### config.mk
export PLATFORM = sky130hd
export DESIGN_NAME = version_string_parser_flat
export DESIGN_NICKNAME = d
export VERILOG_FILES = /design/src/rtl/vsp_pkg.sv /design/src/rtl/vsp_if.sv /design/src/rtl/vsp_parse.sv /design/src/rtl/vsp_out_reg.sv /design/src/rtl/version_string_parser.sv /design/src/flat_wrapper.sv
export SDC_FILE = /design/constraint.sdc
export NUM_CORES = 1
export LEC_CHECK = 0
export ABC_CLOCK_PERIOD_IN_PS = 5600
export BUFFER_PORTS_ARGS = -buffer_cell sky130_fd_sc_hd__buf_4
export CAP_MARGIN = 20
export CORE_MARGIN = 5
export CORE_UTILIZATION = 43
export DETAILED_ROUTE_END_ITERATION = 10
export GPL_TIMING_DRIVEN = 0
export SLEW_MARGIN = 10
export SYNTH_ARGS = -nofsm -noshare
export SYNTH_HDL_FRONTEND = slang
export SYNTH_SLANG_ARGS = --single-unit
### constraint.sdc
create_clock -name clk -period 5.6 [get_ports clk]
set_input_delay 0.84 -clock clk [delete_from_list [all_inputs] [get_ports clk]]
set_output_delay 0.84 -clock clk [all_outputs]
set_load 0.02 [all_outputs]
### src/rtl/vsp_pkg.sv
// ---------------------------------------------------------------------------
// vsp_pkg
// Shared types, widths and codes of the version string parser.
// ---------------------------------------------------------------------------
package vsp_pkg;

  localparam int MaxLenDefault = 255;
  localparam int NumW          = 31;
  localparam int StatusW       = 3;
  localparam int LenW          = 8;
  localparam int ByteW         = 8;

  localparam logic [StatusW-1:0] ST_OK       = 3'd0;
  localparam logic [StatusW-1:0] ST_BAD_NS   = 3'd1;
  localparam logic [StatusW-1:0] ST_BAD_SRV  = 3'd2;
  localparam logic [StatusW-1:0] ST_BAD_MAJ  = 3'd3;
  localparam logic [StatusW-1:0] ST_BAD_MIN  = 3'd4;
  localparam logic [StatusW-1:0] ST_TOO_LONG = 3'd5;

  typedef struct packed {
    logic [StatusW-1:0] status;
    logic [LenW-1:0]    namespace_length;
    logic [NumW-1:0]    server_number;
    logic [NumW-1:0]    major_number;
    logic [NumW-1:0]    minor_number;
  } result_t;

endpackage

### src/rtl/vsp_if.sv
// ---------------------------------------------------------------------------
// vsp channel interfaces
// Valid/ready channels for input bytes and parse results.
// ---------------------------------------------------------------------------
interface vsp_char_if;
  import vsp_pkg::*;
  logic             valid;
  logic             ready;
  logic [ByteW-1:0] char_byte;
  logic             last_byte;
  modport source (output valid, output char_byte, output last_byte, input ready);
  modport sink   (input valid, input char_byte, input last_byte, output ready);
endinterface

interface vsp_result_if;
  import vsp_pkg::*;
  logic               valid;
  logic               ready;
  logic [StatusW-1:0] status;
  logic [LenW-1:0]    namespace_length;
  logic [NumW-1:0]    server_number;
  logic [NumW-1:0]    major_number;
  logic [NumW-1:0]    minor_number;
  modport source (output valid, output status, output namespace_length,
                  output server_number, output major_number, output minor_number,
                  input ready);
  modport sink   (input valid, input status, input namespace_length,
                  input server_number, input major_number, input minor_number,
                  output ready);
endinterface

### src/rtl/vsp_parse.sv
// ---------------------------------------------------------------------------
// vsp_parse
// Parse state registers and the one-byte update; forms the result on the
// last byte and returns to the start state.
// ---------------------------------------------------------------------------
module vsp_parse #(
  parameter int MAX_LEN = vsp_pkg::MaxLenDefault
) (
  input  logic                     clk,
  input  logic                     rst,
  input  logic                     step,
  input  logic [vsp_pkg::ByteW-1:0] char_byte,
  input  logic                     last_byte,
  output logic                     res_valid,
  output vsp_pkg::result_t         res
);
  import vsp_pkg::*;

  localparam int BcW = $clog2(MAX_LEN + 2);

  localparam logic [1:0] PH_NS     = 2'd0;
  localparam logic [1:0] PH_SERVER = 2'd1;
  localparam logic [1:0] PH_MAJOR  = 2'd2;
  localparam logic [1:0] PH_MINOR  = 2'd3;

  localparam logic [1:0] NS_WS     = 2'd0;
  localparam logic [1:0] NS_SIGN   = 2'd1;
  localparam logic [1:0] NS_DIGITS = 2'd2;

  logic [1:0]         phase, phase_next;
  logic [1:0]         number_step, number_step_next;
  logic               minus_seen, minus_seen_next;
  logic [NumW-1:0]    accumulator, accumulator_next;
  logic               overflow_seen, overflow_seen_next;
  logic [LenW-1:0]    letter_count, letter_count_next;
  logic [BcW-1:0]     byte_count, byte_count_next;
  logic [NumW-1:0]    server_hold, server_hold_next;
  logic [NumW-1:0]    major_hold, major_hold_next;
  logic [StatusW-1:0] error_code, error_code_next;

  logic               is_digit, is_ws, is_sign;
  logic [NumW+3:0]    prod;
  logic [StatusW-1:0] field_err;
  logic [StatusW-1:0] status;

  function automatic logic num_good(logic [1:0] st, logic ovf, logic neg,
                                    logic [NumW-1:0] acc);
    return (st == NS_DIGITS) && !ovf && !(neg && (acc != '0));
  endfunction

  assign is_digit  = (char_byte >= 8'd48) && (char_byte <= 8'd57);
  assign is_ws     = (char_byte == 8'd32) || ((char_byte >= 8'd9) && (char_byte <= 8'd13));
  assign is_sign   = (char_byte == 8'd43) || (char_byte == 8'd45);
  // acc * 10 + digit as two shifts and two adds
  assign prod      = ({4'b0, accumulator} << 3) + ({4'b0, accumulator} << 1)
                   + {{(NumW){1'b0}}, char_byte[3:0]};
  assign field_err = {1'b0, phase} + 3'd1;

  always_comb begin
    phase_next         = phase;
    number_step_next   = number_step;
    minus_seen_next    = minus_seen;
    accumulator_next   = accumulator;
    overflow_seen_next = overflow_seen;
    letter_count_next  = letter_count;
    server_hold_next   = server_hold;
    major_hold_next    = major_hold;
    error_code_next    = error_code;
    byte_count_next    = byte_count;

    if (byte_count <= BcW'(MAX_LEN)) begin
      byte_count_next = byte_count + 1'b1;
    end

    if (error_code == ST_OK) begin
      if (phase == PH_NS) begin
        if ((char_byte >= 8'd97) && (char_byte <= 8'd122)) begin
          if (letter_count != '1) begin
            letter_count_next = letter_count + 1'b1;
          end
        end else if ((char_byte == 8'd58) && (letter_count != '0)) begin
          phase_next         = PH_SERVER;
          number_step_next   = NS_WS;
          minus_seen_next    = 1'b0;
          accumulator_next   = '0;
          overflow_seen_next = 1'b0;
        end else begin
          error_code_next = ST_BAD_NS;
        end
      end else if ((char_byte == 8'd46) && (phase != PH_MINOR)) begin
        if (!num_good(number_step, overflow_seen, minus_seen, accumulator)) begin
          error_code_next = field_err;
        end else begin
          if (phase == PH_SERVER) begin
            server_hold_next = accumulator;
          end else begin
            major_hold_next = accumulator;
          end
          phase_next         = phase + 2'd1;
          number_step_next   = NS_WS;
          minus_seen_next    = 1'b0;
          accumulator_next   = '0;
          overflow_seen_next = 1'b0;
        end
      end else if (is_digit) begin
        if (|prod[NumW+3:NumW]) begin
          overflow_seen_next = 1'b1;
        end else begin
          accumulator_next = prod[NumW-1:0];
        end
        number_step_next = NS_DIGITS;
      end else if ((number_step == NS_WS) && is_ws) begin
        number_step_next = NS_WS;
      end else if ((number_step == NS_WS) && is_sign) begin
        minus_seen_next  = (char_byte == 8'd45);
        number_step_next = NS_SIGN;
      end else begin
        error_code_next = field_err;
      end
    end

    if (byte_count_next > BcW'(MAX_LEN)) begin
      status = ST_TOO_LONG;
    end else if (error_code_next != ST_OK) begin
      status = error_code_next;
    end else if (phase_next != PH_MINOR) begin
      status = {1'b0, phase_next} + 3'd1;
    end else if (num_good(number_step_next, overflow_seen_next, minus_seen_next,
                          accumulator_next)) begin
      status = ST_OK;
    end else begin
      status = ST_BAD_MIN;
    end
  end

  assign res_valid = step && last_byte;

  always_comb begin
    res        = '0;
    res.status = status;
    if (status == ST_OK) begin
      res.namespace_length = letter_count_next;
      res.server_number    = server_hold_next;
      res.major_number     = major_hold_next;
      res.minor_number     = accumulator_next;
    end
  end

  always_ff @(posedge clk) begin
    if (rst || (step && last_byte)) begin
      phase         <= PH_NS;
      number_step   <= NS_WS;
      minus_seen    <= 1'b0;
      accumulator   <= '0;
      overflow_seen <= 1'b0;
      letter_count  <= '0;
      byte_count    <= '0;
      server_hold   <= '0;
      major_hold    <= '0;
      error_code    <= ST_OK;
    end else if (step) begin
      phase         <= phase_next;
      number_step   <= number_step_next;
      minus_seen    <= minus_seen_next;
      accumulator   <= accumulator_next;
      overflow_seen <= overflow_seen_next;
      letter_count  <= letter_count_next;
      byte_count    <= byte_count_next;
      server_hold   <= server_hold_next;
      major_hold    <= major_hold_next;
      error_code    <= error_code_next;
    end
  end

endmodule

### src/rtl/vsp_out_reg.sv
// ---------------------------------------------------------------------------
// vsp_out_reg
// Result register driving the result channel.
// ---------------------------------------------------------------------------
module vsp_out_reg (
  input  logic             clk,
  input  logic             rst,
  input  logic             load,
  input  vsp_pkg::result_t data,
  output logic             free,
  vsp_result_if.source     result_ch
);
  import vsp_pkg::*;

  logic    valid;
  result_t hold;

  assign free = !valid || result_ch.ready;

  always_ff @(posedge clk) begin
    if (rst) begin
      valid <= 1'b0;
    end else if (load) begin
      valid <= 1'b1;
    end else if (result_ch.ready) begin
      valid <= 1'b0;
    end
  end

  always_ff @(posedge clk) begin
    if (load) begin
      hold <= data;
    end
  end

  assign result_ch.valid            = valid;
  assign result_ch.status           = hold.status;
  assign result_ch.namespace_length = hold.namespace_length;
  assign result_ch.server_number    = hold.server_number;
  assign result_ch.major_number     = hold.major_number;
  assign result_ch.minor_number     = hold.minor_number;

endmodule

### src/rtl/version_string_parser.sv
// ---------------------------------------------------------------------------
// version_string_parser
// Streaming parser for namespace:server.major.minor strings.
// ---------------------------------------------------------------------------
// Takes one byte per cycle, with no gaps between strings, save for the stall
// below. A byte is registered on transfer and folded into the parse state as
// it leaves the input register; a string's result is loaded into the result
// register as its last byte leaves. A last byte waits in the input register
// while an earlier result is still held in the result register, and the bytes
// behind it wait with it; no other byte stalls. Status 5 (too long) wins over
// every other code; on any failure the length and numbers read as zero.
module version_string_parser #(
  parameter int MAX_LEN = vsp_pkg::MaxLenDefault
) (
  input  logic         clk,
  input  logic         rst,
  vsp_char_if.sink     char_ch,
  vsp_result_if.source result_ch
);
  import vsp_pkg::*;

  logic             s1_valid;
  logic [ByteW-1:0] s1_byte;
  logic             s1_last;
  logic             out_free;
  logic             advance;
  logic             res_valid;
  result_t          res;

  assign advance       = s1_valid && (!s1_last || out_free);
  assign char_ch.ready = !s1_valid || advance;

  always_ff @(posedge clk) begin
    if (rst) begin
      s1_valid <= 1'b0;
    end else if (char_ch.valid && char_ch.ready) begin
      s1_valid <= 1'b1;
    end else if (advance) begin
      s1_valid <= 1'b0;
    end
  end

  always_ff @(posedge clk) begin
    if (char_ch.valid && char_ch.ready) begin
      s1_byte <= char_ch.char_byte;
      s1_last <= char_ch.last_byte;
    end
  end

  vsp_parse #(.MAX_LEN(MAX_LEN)) u_parse (
    .clk       (clk),
    .rst       (rst),
    .step      (advance),
    .char_byte (s1_byte),
    .last_byte (s1_last),
    .res_valid (res_valid),
    .res       (res)
  );

  vsp_out_reg u_out (
    .clk       (clk),
    .rst       (rst),
    .load      (res_valid),
    .data      (res),
    .free      (out_free),
    .result_ch (result_ch)
  );

endmodule

### src/flat_wrapper.sv
// flat-port wrapper written by rule: the top's interface ports become plain ports
module version_string_parser_flat import vsp_pkg::*;
#(
  parameter int MAX_LEN = vsp_pkg::MaxLenDefault
)
  (clk, rst, char_ch_valid, char_ch_char_byte, char_ch_last_byte, char_ch_ready, result_ch_valid, result_ch_status, result_ch_namespace_length, result_ch_server_number, result_ch_major_number, result_ch_minor_number, result_ch_ready);
  vsp_char_if char_ch_i ();
  vsp_result_if result_ch_i ();
  input  logic clk;
  input  logic rst;
  input wire logic [$bits(char_ch_i.valid)-1:0] char_ch_valid;
  input wire logic [$bits(char_ch_i.char_byte)-1:0] char_ch_char_byte;
  input wire logic [$bits(char_ch_i.last_byte)-1:0] char_ch_last_byte;
  output wire logic [$bits(char_ch_i.ready)-1:0] char_ch_ready;
  output wire logic [$bits(result_ch_i.valid)-1:0] result_ch_valid;
  output wire logic [$bits(result_ch_i.status)-1:0] result_ch_status;
  output wire logic [$bits(result_ch_i.namespace_length)-1:0] result_ch_namespace_length;
  output wire logic [$bits(result_ch_i.server_number)-1:0] result_ch_server_number;
  output wire logic [$bits(result_ch_i.major_number)-1:0] result_ch_major_number;
  output wire logic [$bits(result_ch_i.minor_number)-1:0] result_ch_minor_number;
  input wire logic [$bits(result_ch_i.ready)-1:0] result_ch_ready;
  assign char_ch_i.valid = char_ch_valid;
  assign char_ch_i.char_byte = char_ch_char_byte;
  assign char_ch_i.last_byte = char_ch_last_byte;
  assign char_ch_ready = char_ch_i.ready;
  assign result_ch_valid = result_ch_i.valid;
  assign result_ch_status = result_ch_i.status;
  assign result_ch_namespace_length = result_ch_i.namespace_length;
  assign result_ch_server_number = result_ch_i.server_number;
  assign result_ch_major_number = result_ch_i.major_number;
  assign result_ch_minor_number = result_ch_i.minor_number;
  assign result_ch_i.ready = result_ch_ready;
  version_string_parser #(.MAX_LEN(MAX_LEN)) u_core (.clk(clk), .rst(rst), .char_ch(char_ch_i), .result_ch(result_ch_i));
endmodule
==> results of run 1 <==
## state kept, by name, summed over array words and instances (netlist names)
register / cells
u_core.u_out.result_ch.major_number: 31
u_core.u_out.result_ch.minor_number: 31
u_core.u_out.result_ch.server_number: 31
u_core.u_parse.accumulator: 31
u_core.u_parse.major_hold: 31
u_core.u_parse.server_hold: 31
u_core.u_parse.byte_count: 9
u_core.s1_byte: 8
u_core.u_out.result_ch.namespace_length: 8
u_core.u_parse.letter_count: 8
u_core.u_out.result_ch.status: 3
u_core.u_parse.error_code: 3
u_core.u_parse.number_step: 2
u_core.u_parse.phase: 2
u_core.s1_last: 1
u_core.s1_valid: 1
u_core.u_out.result_ch.valid: 1
u_core.u_parse.minus_seen: 1
u_core.u_parse.overflow_seen: 1
## path summary, 6_finish.rpt
check                                              startpoint                                 endpoint  slack, ns
worst max-delay path            u_core.u_parse.accumulator[2]  u_core.u_out.result_ch.minor_number[27]       0.14
worst min register to register   u_core.u_parse.major_hold[6]             u_core.u_parse.major_hold[6]       0.45
worst min-delay path             u_core.u_parse.major_hold[6]             u_core.u_parse.major_hold[6]       0.45
worst max register to register  u_core.u_parse.accumulator[2]  u_core.u_out.result_ch.minor_number[27]       0.14
## tightest hold or removal path: stages, from the launching register on
cell and delay [ns]:
dfxtp_1 0.30, nand2_1 0.05, a21oi_1 0.05
## cells in the final DEF, fill, tap and decap left out, types with 7 or more instances in the layout
| cell type | n |
|---|---|
| dfxtp_1 | 121 |
| edfxtp_1 | 113 |
| o21ai_0 | 42 |
| buf_2 | 10 |
| xor2_1 | 19 |
| nor3_1 | 36 |
| nor4_1 | 14 |
| xnor2_1 | 17 |
| clkbuf_1 | 84 |
| and3_1 | 7 |
| a22oi_1 | 38 |
| nand3_1 | 53 |
| buf_4 | 127 |
| ha_1 | 68 |
| or3_1 | 8 |
| nand2b_1 | 10 |
| inv_1 | 21 |
| a21o_1 | 10 |
| a31oi_1 | 14 |
| nand2_1 | 226 |
| o211ai_1 | 8 |
| nor2_1 | 155 |
| nand4_1 | 20 |
| clkbuf_16 | 26 |
| nor2b_1 | 9 |
| mux2i_1 | 44 |
| a211oi_1 | 20 |
| a21oi_1 | 163 |
## logic make-up after synthesis
group | count (synthesis) | share of synthesized area (%)
flip-flops | 234 | 46.1
multiplexers | 46 | 3.66
buffers and inverters | 113 | 3.79
AO/OA/AOI/OAI | 347 | 16.9
adder cells (fa/ha/maj) | 70 | 7.06
AND/OR/NAND/NOR | 566 | 20.0
XOR/XNOR | 36 | 2.50
## layer usage
layer  part of all wire (%)  track usage [%]  vias to the layer above
li1                       -                -                     5425
met1                     44             32.7                     5300
met2                     46             37.6                      429
met3                    6.7             2.61                       68
met4                    3.2             7.15                        0
met5                      0                0                        -
## cell usage after synthesis (15+ instances only)
cell      instances  area, um2
nand2_1         226        848
a21oi_1         163        816
nor2_1          156        586
dfxtp_1         121       2420
edfxtp_1        113       3390
clkbuf_1         76        285
ha_1             68        851
nand3_1          54        270
mux2i_1          45        450
o21ai_0          42        210
a22oi_1          38        285
nor3_1           36        180
a211oi_1         23        173
inv_1            21       78.8
nand4_1          20        125
xor2_1           19        166
xnor2_1          17        149
a31oi_1          15       93.8
## per-stage QoR
step	area (um2)	setup TNS, ns	util, %	hold WS [ns]
after floorplan	12600	0	-	0.436
after global placement	14000	-135.65	48.4	0.441
after detailed placement	14000	-26.90	48.6	0.446
after CTS	14800	0	51.2	0.454
after global routing	14900	0	51.6	0.467
final	14900	0	51.6	0.453
## cell type report
cell class              count  area, um2  share of cell area, %
clock inverters             5       26.3                  0.177
flip-flops and latches    234       5820                   39.1
inverters                  21       78.8                  0.530
clock buffers              40        703                   4.72
well taps                 384        480                   3.23
repair buffers            127        973                   6.54
plain buffers              90        397                   2.66
multi-input cells        1065       6410                   43.1
## power breakdown
group	total, mW	switching, mW	internal [mW]
registers	1.86	0.0379	1.82
logic	0.347	0.237	0.109
clock network	1.50	0.642	0.857
total	3.70	0.917	2.78
## timing repair
item,4_1_cts,5_1_grt
cloned,0,0
endpoints found under the setup margin,96,100
pin swaps,0,3
buffers inserted,3,5
hold endpoints to repair,0,0
gates resized for setup,5,16
==> flow_summary.yaml, run 1 <==
route:
  drtAntennaViolNets: 0
  detailroute.via_count: 11200
  drt_iter0_drc: 845
  wirelength_um: 39200
  firstDrtPassIters: 5
  drc_errors: 0
  wl_per_cell_um: 19.9
  vias_per_cell: 5.71
die:
  dieArea_um2: 32900
  die_x_um: 181
  fp-row-count: 62
  dieHeight_um: 181
  io_pins: 119
  start_util_pct: 43.7
  coreArea_um2: 28900
worst_setup_path:
  r2r_cells: 18
  end_kind: "register"
  crit_required_ns: 5.92
  crit_buf_inv: 5
  crit_cells: 18
  path_delay_family: "simple AND/OR/NAND/NOR gates"
  cp_max_fo: 10
  critical_path_class: "reg -> reg"
  cp_slowest_cell: "or4_1"
  cp_data_arrival_time_ns: 5.78
  worst_setup_path_start_kind: "register"
  cp_cell_sequence: "buf_2 > inv_1 > fa_1 > inv_1 > fa_1 > a211oi_2 > o21ai_1 > nand3_1 > nand2_1 > xor2_1 > or4_1 > nor4_1 > mux2i_1 > a211oi_2 > a41oi_4 > buf_4 > buf_6 > nor2_1"
  critPathMaxStageDelay_ns: 0.56
hold_path:
  worstHoldPathType: "reg -> reg"
  min_path_cells: 2
run_status:
  status: "finished, final reports clean"
logic_synthesis:
  avgSynthCellArea_um2: 8.93
  synth_cells: 1412
  syn_nets: 1495
  yosys_warnings: 0
  ys.flop_type: "dfxtp_1"
  synth_edf_count: 113
  synth.distinct_cells: 71
  postSynth.asyncResetShare_pct: 0
  yosysSeqAreaShare_pct: 46.1
  netlist_area_um2: 12600
  synth_seq_cells: 234
clock_tree:
  cts_tree: "done"
  htree_num_levels: 1
  postCtsHoldBufs: 0
  clk_pin_slew_worst_paths_ns: 0.06
  clk_path_buf_depth: 3
  insertion_delay_ns: 0.52
  clock_sinks: 234
  root_buffer: "clkbuf_16"
  cts_made_buffers: 25
finish:
  diodes: 0
  drive_gt1_share_pct: 12.6
  area_growth_pct: 18.0
  n_fill_cell: 2766
  final_cells: 1966
  nets: 1647
power:
  vdd_drop_max_uv: 179
  powerDensity_nw_per_um2: 249
  power_mw: 3.70
  p_leak_nw: 5.31
placement:
  pre_cts_slack_ns: -0.494
  place_inst: 1915
  port_buffers: 118
  dpl.hpwl_um: 29800
  gp_congestion: 0.925
sta:
  hold_violations: 0
  slew-limit-headroom_pct: 36.4
  period_minus_slack_ns: 5.46
  finalSetupViolations: 0
  rsz0062_at_grt: "false"
  worst_slack_ns: 0.142
  worst_pin_slew_ns: 0.945
  skew_ns: 0.0236
  finalCritPeriodShare_pct: 97.5
  drv_slew: 0
  fmax_mhz: 183
global_route:
  grt_pass1_vias: 10700
  grt_pass1_wl_um: 61100
  overflow: 0
  antenna_found_initial: 0
  grt_usage_pct: 23.2
  grt_max_degree: 61
run:
  drv_cap: 0
No activity file was read; power rests on OpenSTA's default activity.
==> run 2: changes to the inputs <==
--- a/config.mk
+++ b/config.mk
@@ -10,6 +10,7 @@
 export CAP_MARGIN = 20
 export CORE_MARGIN = 5
 export CORE_UTILIZATION = 43
+export CTS_BUF_LIST = sky130_fd_sc_hd__clkbuf_4 sky130_fd_sc_hd__clkbuf_8
 export DETAILED_ROUTE_END_ITERATION = 10
 export GPL_TIMING_DRIVEN = 0
 export SLEW_MARGIN = 10
==> flow_summary.yaml, run 2 (synthesis gave the netlist of run 1 again) <==
sta:
  period_minus_slack_ns: 5.52
  slew-limit-headroom_pct: 38.7
  drv_slew: 0
  setup_tns_ns: 0
  worst_slack_ns: 0.0753
  rsz0062_at_grt: "false"
  skew_ns: 0.0308
  fmax_mhz: 181
  hold_violations: 0
  finalHoldWorstSlack_ns: 0.452
  worst_pin_slew_ns: 0.915
  finalSetupViolations: 0
  finalCritPeriodShare_pct: 98.7
die:
  dieArea_um2: 32900
  coreArea_um2: 28900
  dieHeight_um: 181
  fp-row-count: 62
  die_x_um: 181
  io_pins: 119
  start_util_pct: 43.7
route:
  drt_iter0_drc: 963
  vias_per_cell: 5.68
  firstDrtPassIters: 5
  drtAntennaViolNets: 0
  detailroute.via_count: 11300
  wirelength_um: 39400
  drc_errors: 0
  wl_per_cell_um: 19.7
run:
  drv_cap: 0
hold_path:
  min_path_cells: 2
  hold_end: "u_core.u_parse.major_hold[14]"
  worstHoldPathType: "reg -> reg"
  hold_start: "u_core.u_parse.major_hold[14]"
clock_tree:
  clk_path_buf_depth: 3
  clk_pin_slew_worst_paths_ns: 0.06
  clock_sinks: 234
  root_buffer: "clkbuf_8"
  cts_tree: "done"
  htree_num_levels: 2
  cts_made_buffers: 39
  insertion_delay_ns: 0.54
finish:
  drive_gt1_share_pct: 14.9
  ff_latch_area_um2: 5820
  diodes: 0
  stdcell_area_um2: 15000
  final_core_utilization_pct: 51.8
  area_growth_pct: 18.5
  nets: 1661
  final_cells: 1993
  layout_commonest_cell: "nand2_1"
  multiInputGateArea_um2: 6380
  n_fill_cell: 2771
  layout_common_cells: "nand2_1, a21oi_1, nor2_1, buf_4, dfxtp_1"
power:
  powerDensity_nw_per_um2: 252
  vdd_drop_max_uv: 125
  power_mw: 3.77
  p_leak_nw: 5.39
placement:
  dpl.hpwl_um: 29800
  placed_cell_area_um2: 14000
  place_inst: 1915
  port_buffers: 118
  gp_congestion: 0.925
  pre_cts_slack_ns: -0.494
global_route:
  gr-usage-met1_pct: 32.4
  antenna_found_initial: 0
  grtUsageMet3_pct: 3.40
  grt_max_degree: 61
  gr-usage-met2_pct: 37.7
  busiest_layer: "met2"
  grt_pass1_vias: 10900
  overflow: 0
  grt_usage_pct: 23.4
  grt_pass1_wl_um: 61500
worst_setup_path:
  rrSetupSlack_ns: 0.08
  critPathMaxStageDelay_ns: 0.56
  path_delay_family: "simple AND/OR/NAND/NOR gates"
  cp_slowest_cell: "or4_1"
  cp_data_arrival_time_ns: 5.86
  rr_startpoint: "u_core.u_parse.accumulator[2]"
  critical_path_class: "reg -> reg"
  worst_setup_path_start_kind: "register"
  crit_required_ns: 5.94
  worstReg2RegEnd: "u_core.u_out.result_ch.minor_number[27]"
  r2r_cells: 18
  end_kind: "register"
  cp_max_fo: 10
  cp_cell_sequence: "clkbuf_4 > inv_1 > fa_1 > inv_1 > fa_1 > a211oi_2 > o21ai_1 > nand3_1 > nand2_1 > xor2_1 > or4_1 > nor4_1 > mux2i_1 > a211oi_2 > a41oi_2 > buf_4 > buf_6 > nor2_1"
  crit_buf_inv: 5
run_status:
  status: "finished, final reports clean"
-- run 2: how the worst max path moves through the flow --
stage                                  start                                 endpoint  slack [ns]  cells after the start
2_1_floorplan                result_ch_ready            u_core.u_parse.accumulator[0]        0.82                      8
3_3_place_gp                 result_ch_ready             u_core.u_parse.byte_count[4]       -1.32                      9
3_5_place_dp   u_core.u_parse.accumulator[2]  u_core.u_out.result_ch.minor_number[26]       -0.49                     18
4_1_cts        u_core.u_parse.accumulator[2]  u_core.u_out.result_ch.minor_number[26]        0.03                     18
5_1_grt        u_core.u_parse.accumulator[2]  u_core.u_out.result_ch.minor_number[23]        0.01                     17
6_report       u_core.u_parse.accumulator[2]  u_core.u_out.result_ch.minor_number[27]        0.08                     18
-- run 2: final cells by class --
| type | instances | share of cell area, % |
|---|---|---|
| Clock buffer | 60 | 4.89 |
| Sequential cell | 234 | 38.9 |
| Inverter | 21 | 0.527 |
| Timing Repair Buffer | 127 | 6.51 |
| Multi-Input combinational cell | 1065 | 42.7 |
| Buffer | 90 | 2.67 |
| Tap cell | 384 | 3.21 |
| Clock inverter | 12 | 0.577 |
-- run 2: power by group --
| part | switching [mW] | total, mW | internal (mW) |
|---|---|---|---|
| sequential | 0.0378 | 1.86 | 1.82 |
| clock | 0.681 | 1.56 | 0.883 |
| combinational | 0.236 | 0.345 | 0.109 |
-- run 2: timing repair --
item,4_1_cts,5_1_grt
gates resized for setup,5,16
endpoints found under the setup margin,96,100
hold buffers,0,0
pin swaps,0,3
setup buffers,3,5
-- run 2: per-layer routing --
metal  part of all wire, %  wire [um]
met1                    44      17300
met2                    46      18000
met3                   6.7       2640
met4                   3.5       1390
met5                     0          0
-- run 2: tightest hold or removal path: stages (launching register included) --
cell and delay, ns:
dfxtp_1 0.31, nand2_1 0.05, a21oi_1 0.05
==> run 3: changes to the inputs <==
--- a/config.mk
+++ b/config.mk
@@ -13,6 +13,7 @@
 export CTS_BUF_LIST = sky130_fd_sc_hd__clkbuf_4 sky130_fd_sc_hd__clkbuf_8
 export DETAILED_ROUTE_END_ITERATION = 10
 export GPL_TIMING_DRIVEN = 0
+export RECOVER_POWER = 25
 export SLEW_MARGIN = 10
 export SYNTH_ARGS = -nofsm -noshare
 export SYNTH_HDL_FRONTEND = slang
==> flow_summary.yaml, run 3 (synthesis gave the netlist of run 1 again) <==
worst_setup_path:
  crit_required_ns: 5.95
  critical_path_class: "reg -> reg"
  end_kind: "register"
  cp_data_arrival_time_ns: 5.78
  worst_setup_path_start_kind: "register"
  cp_max_fo: 10
clock_tree:
  clk_pin_slew_worst_paths_ns: 0.06
  insertion_delay_ns: 0.54
  clk_path_buf_depth: 3
  clock_sinks: 234
  cts_made_buffers: 39
  cts_tree: "done"
  htree_num_levels: 2
  postCtsHoldBufs: 0
  root_buffer: "clkbuf_8"
sta:
  period_minus_slack_ns: 5.44
  rsz0062_at_grt: "false"
  finalSetupViolations: 0
  finalCritPeriodShare_pct: 97.1
  slew-limit-headroom_pct: -75.9
  drv_slew: 60
  worst_pin_slew_ns: 2.64
  hold_violations: 0
  skew_ns: 0.0283
  fmax_mhz: 184
  finalHoldWorstSlack_ns: 0.452
run:
  drv_cap: 1
route:
  firstDrtPassIters: 8
  drtAntennaViolNets: 0
  detailroute.via_count: 11300
  wirelength_um: 39300
  vias_per_cell: 5.68
  drt_iter0_drc: 973
  wl_per_cell_um: 19.7
  drc_errors: 0
finish:
  area_growth_pct: 17.4
  layout_commonest_cell: "nand2_1"
  drive_gt1_share_pct: 12.5
  stdcell_area_um2: 14800
  diodes: 0
  nets: 1661
  layout_common_cells: "nand2_1, a21oi_1, nor2_1, dfxtp_1, edfxtp_1"
die:
  coreArea_um2: 28900
  io_pins: 119
  fp-row-count: 62
  dieArea_um2: 32900
  dieHeight_um: 181
  die_x_um: 181
  start_util_pct: 43.7
hold_path:
  worstHoldPathType: "reg -> reg"
global_route:
  grt_max_degree: 61
  grt_pass1_wl_um: 61500
  grt_usage_pct: 23.4
  antenna_found_initial: 0
  grt_pass1_vias: 10900
  overflow: 0
placement:
  port_buffers: 118
  dpl.hpwl_um: 29800
  gp_congestion: 0.925
  placed_cell_area_um2: 14000
run_status:
  status: "finished with violations"
  violations: "max-capacitance violations, max-slew violations"
power:
  p_leak_nw: 5.26
  vdd_drop_max_uv: 124
  powerDensity_nw_per_um2: 254
## run 3: worst max-delay path, stage by stage, from the launching register on
cell and delay [ns]:
dfxtp_1 0.36, clkbuf_4 0.25, inv_1 0.08, fa_1 0.50
inv_1 0.07, fa_1 0.49, a211oi_2 0.28, o21ai_1 0.21
nand3_1 0.21, nand2_1 0.12, xor2_1 0.23, or4_1 0.56
nor4_1 0.37, mux2i_1 0.16, a211oi_2 0.35, a41oi_2 0.30
buf_4 0.29, buf_6 0.16, nor2_1 0.23
## run 3: final timing paths
| kind | from | endpoint | slack, ns | depth (start not counted) |
|---|---|---|---|---|
| worst min-delay path | u_core.u_parse.major_hold[14] | u_core.u_parse.major_hold[14] | 0.45 | 2 |
| worst max register to register | u_core.u_parse.accumulator[2] | u_core.u_out.result_ch.minor_number[26] | 0.16 | 18 |
| worst max-delay path | u_core.u_parse.accumulator[2] | u_core.u_out.result_ch.minor_number[26] | 0.16 | 18 |
| worst min register to register | u_core.u_parse.major_hold[14] | u_core.u_parse.major_hold[14] | 0.45 | 2 |
## run 3: area by class of cell
| class | count | area (um2) |
|---|---|---|
| Clock inverter | 12 | 86.3 |
| Inverter | 21 | 78.8 |
| Timing Repair Buffer | 127 | 835 |
| Sequential cell | 234 | 5820 |
| Buffer | 90 | 399 |
| Multi-Input combinational cell | 1065 | 6380 |
| Tap cell | 384 | 480 |
| Fill cell | 2804 | 14000 |
| Clock buffer | 60 | 732 |
## run 3: power breakdown
group          internal (mW)  switching, mW
clock                  0.883          0.679
sequential              1.82         0.0375
combinational          0.104          0.235
total                   2.81          0.952
## run 3: timing repair
action,CTS,global route
endpoints found under the hold margin,0,0
gates resized for setup,5,16
pin swaps,0,3
cloned,0,0
endpoints found under the setup margin,96,100
buffers inserted,3,5
## run 3: per-stage QoR
stage / cells / setup TNS, ns / total power [mW] / setup WS, ns / utilization, %
final: 1993 / 0 / 3.76 / 0.163 / 51.3
after global routing: 1993 / 0 / 3.91 / 0.0130 / 51.3
after CTS: 1989 / 0 / 3.79 / 0.0337 / 51.5
after detailed placement: 1915 / -26.90 / 2.23 / -0.494 / 48.6
after global placement: 1914 / -135.65 / 2.22 / -1.32 / 48.4
after floorplan: 1412 / 0 / 2.09 / 0.818 / -
## run 3: per-layer routing
metal | routed length [um] | global-route usage (%) | vias to the layer above | share of wire, %
met1 | 17400 | 32.4 | 5366 | 44
li1 | - | - | 5456 | -
met3 | 2570 | 3.40 | 78 | 6.5
met5 | 0 | 0 | - | 0
met4 | 1410 | 8.26 | 0 | 3.6
met2 | 17900 | 37.7 | 419 | 46
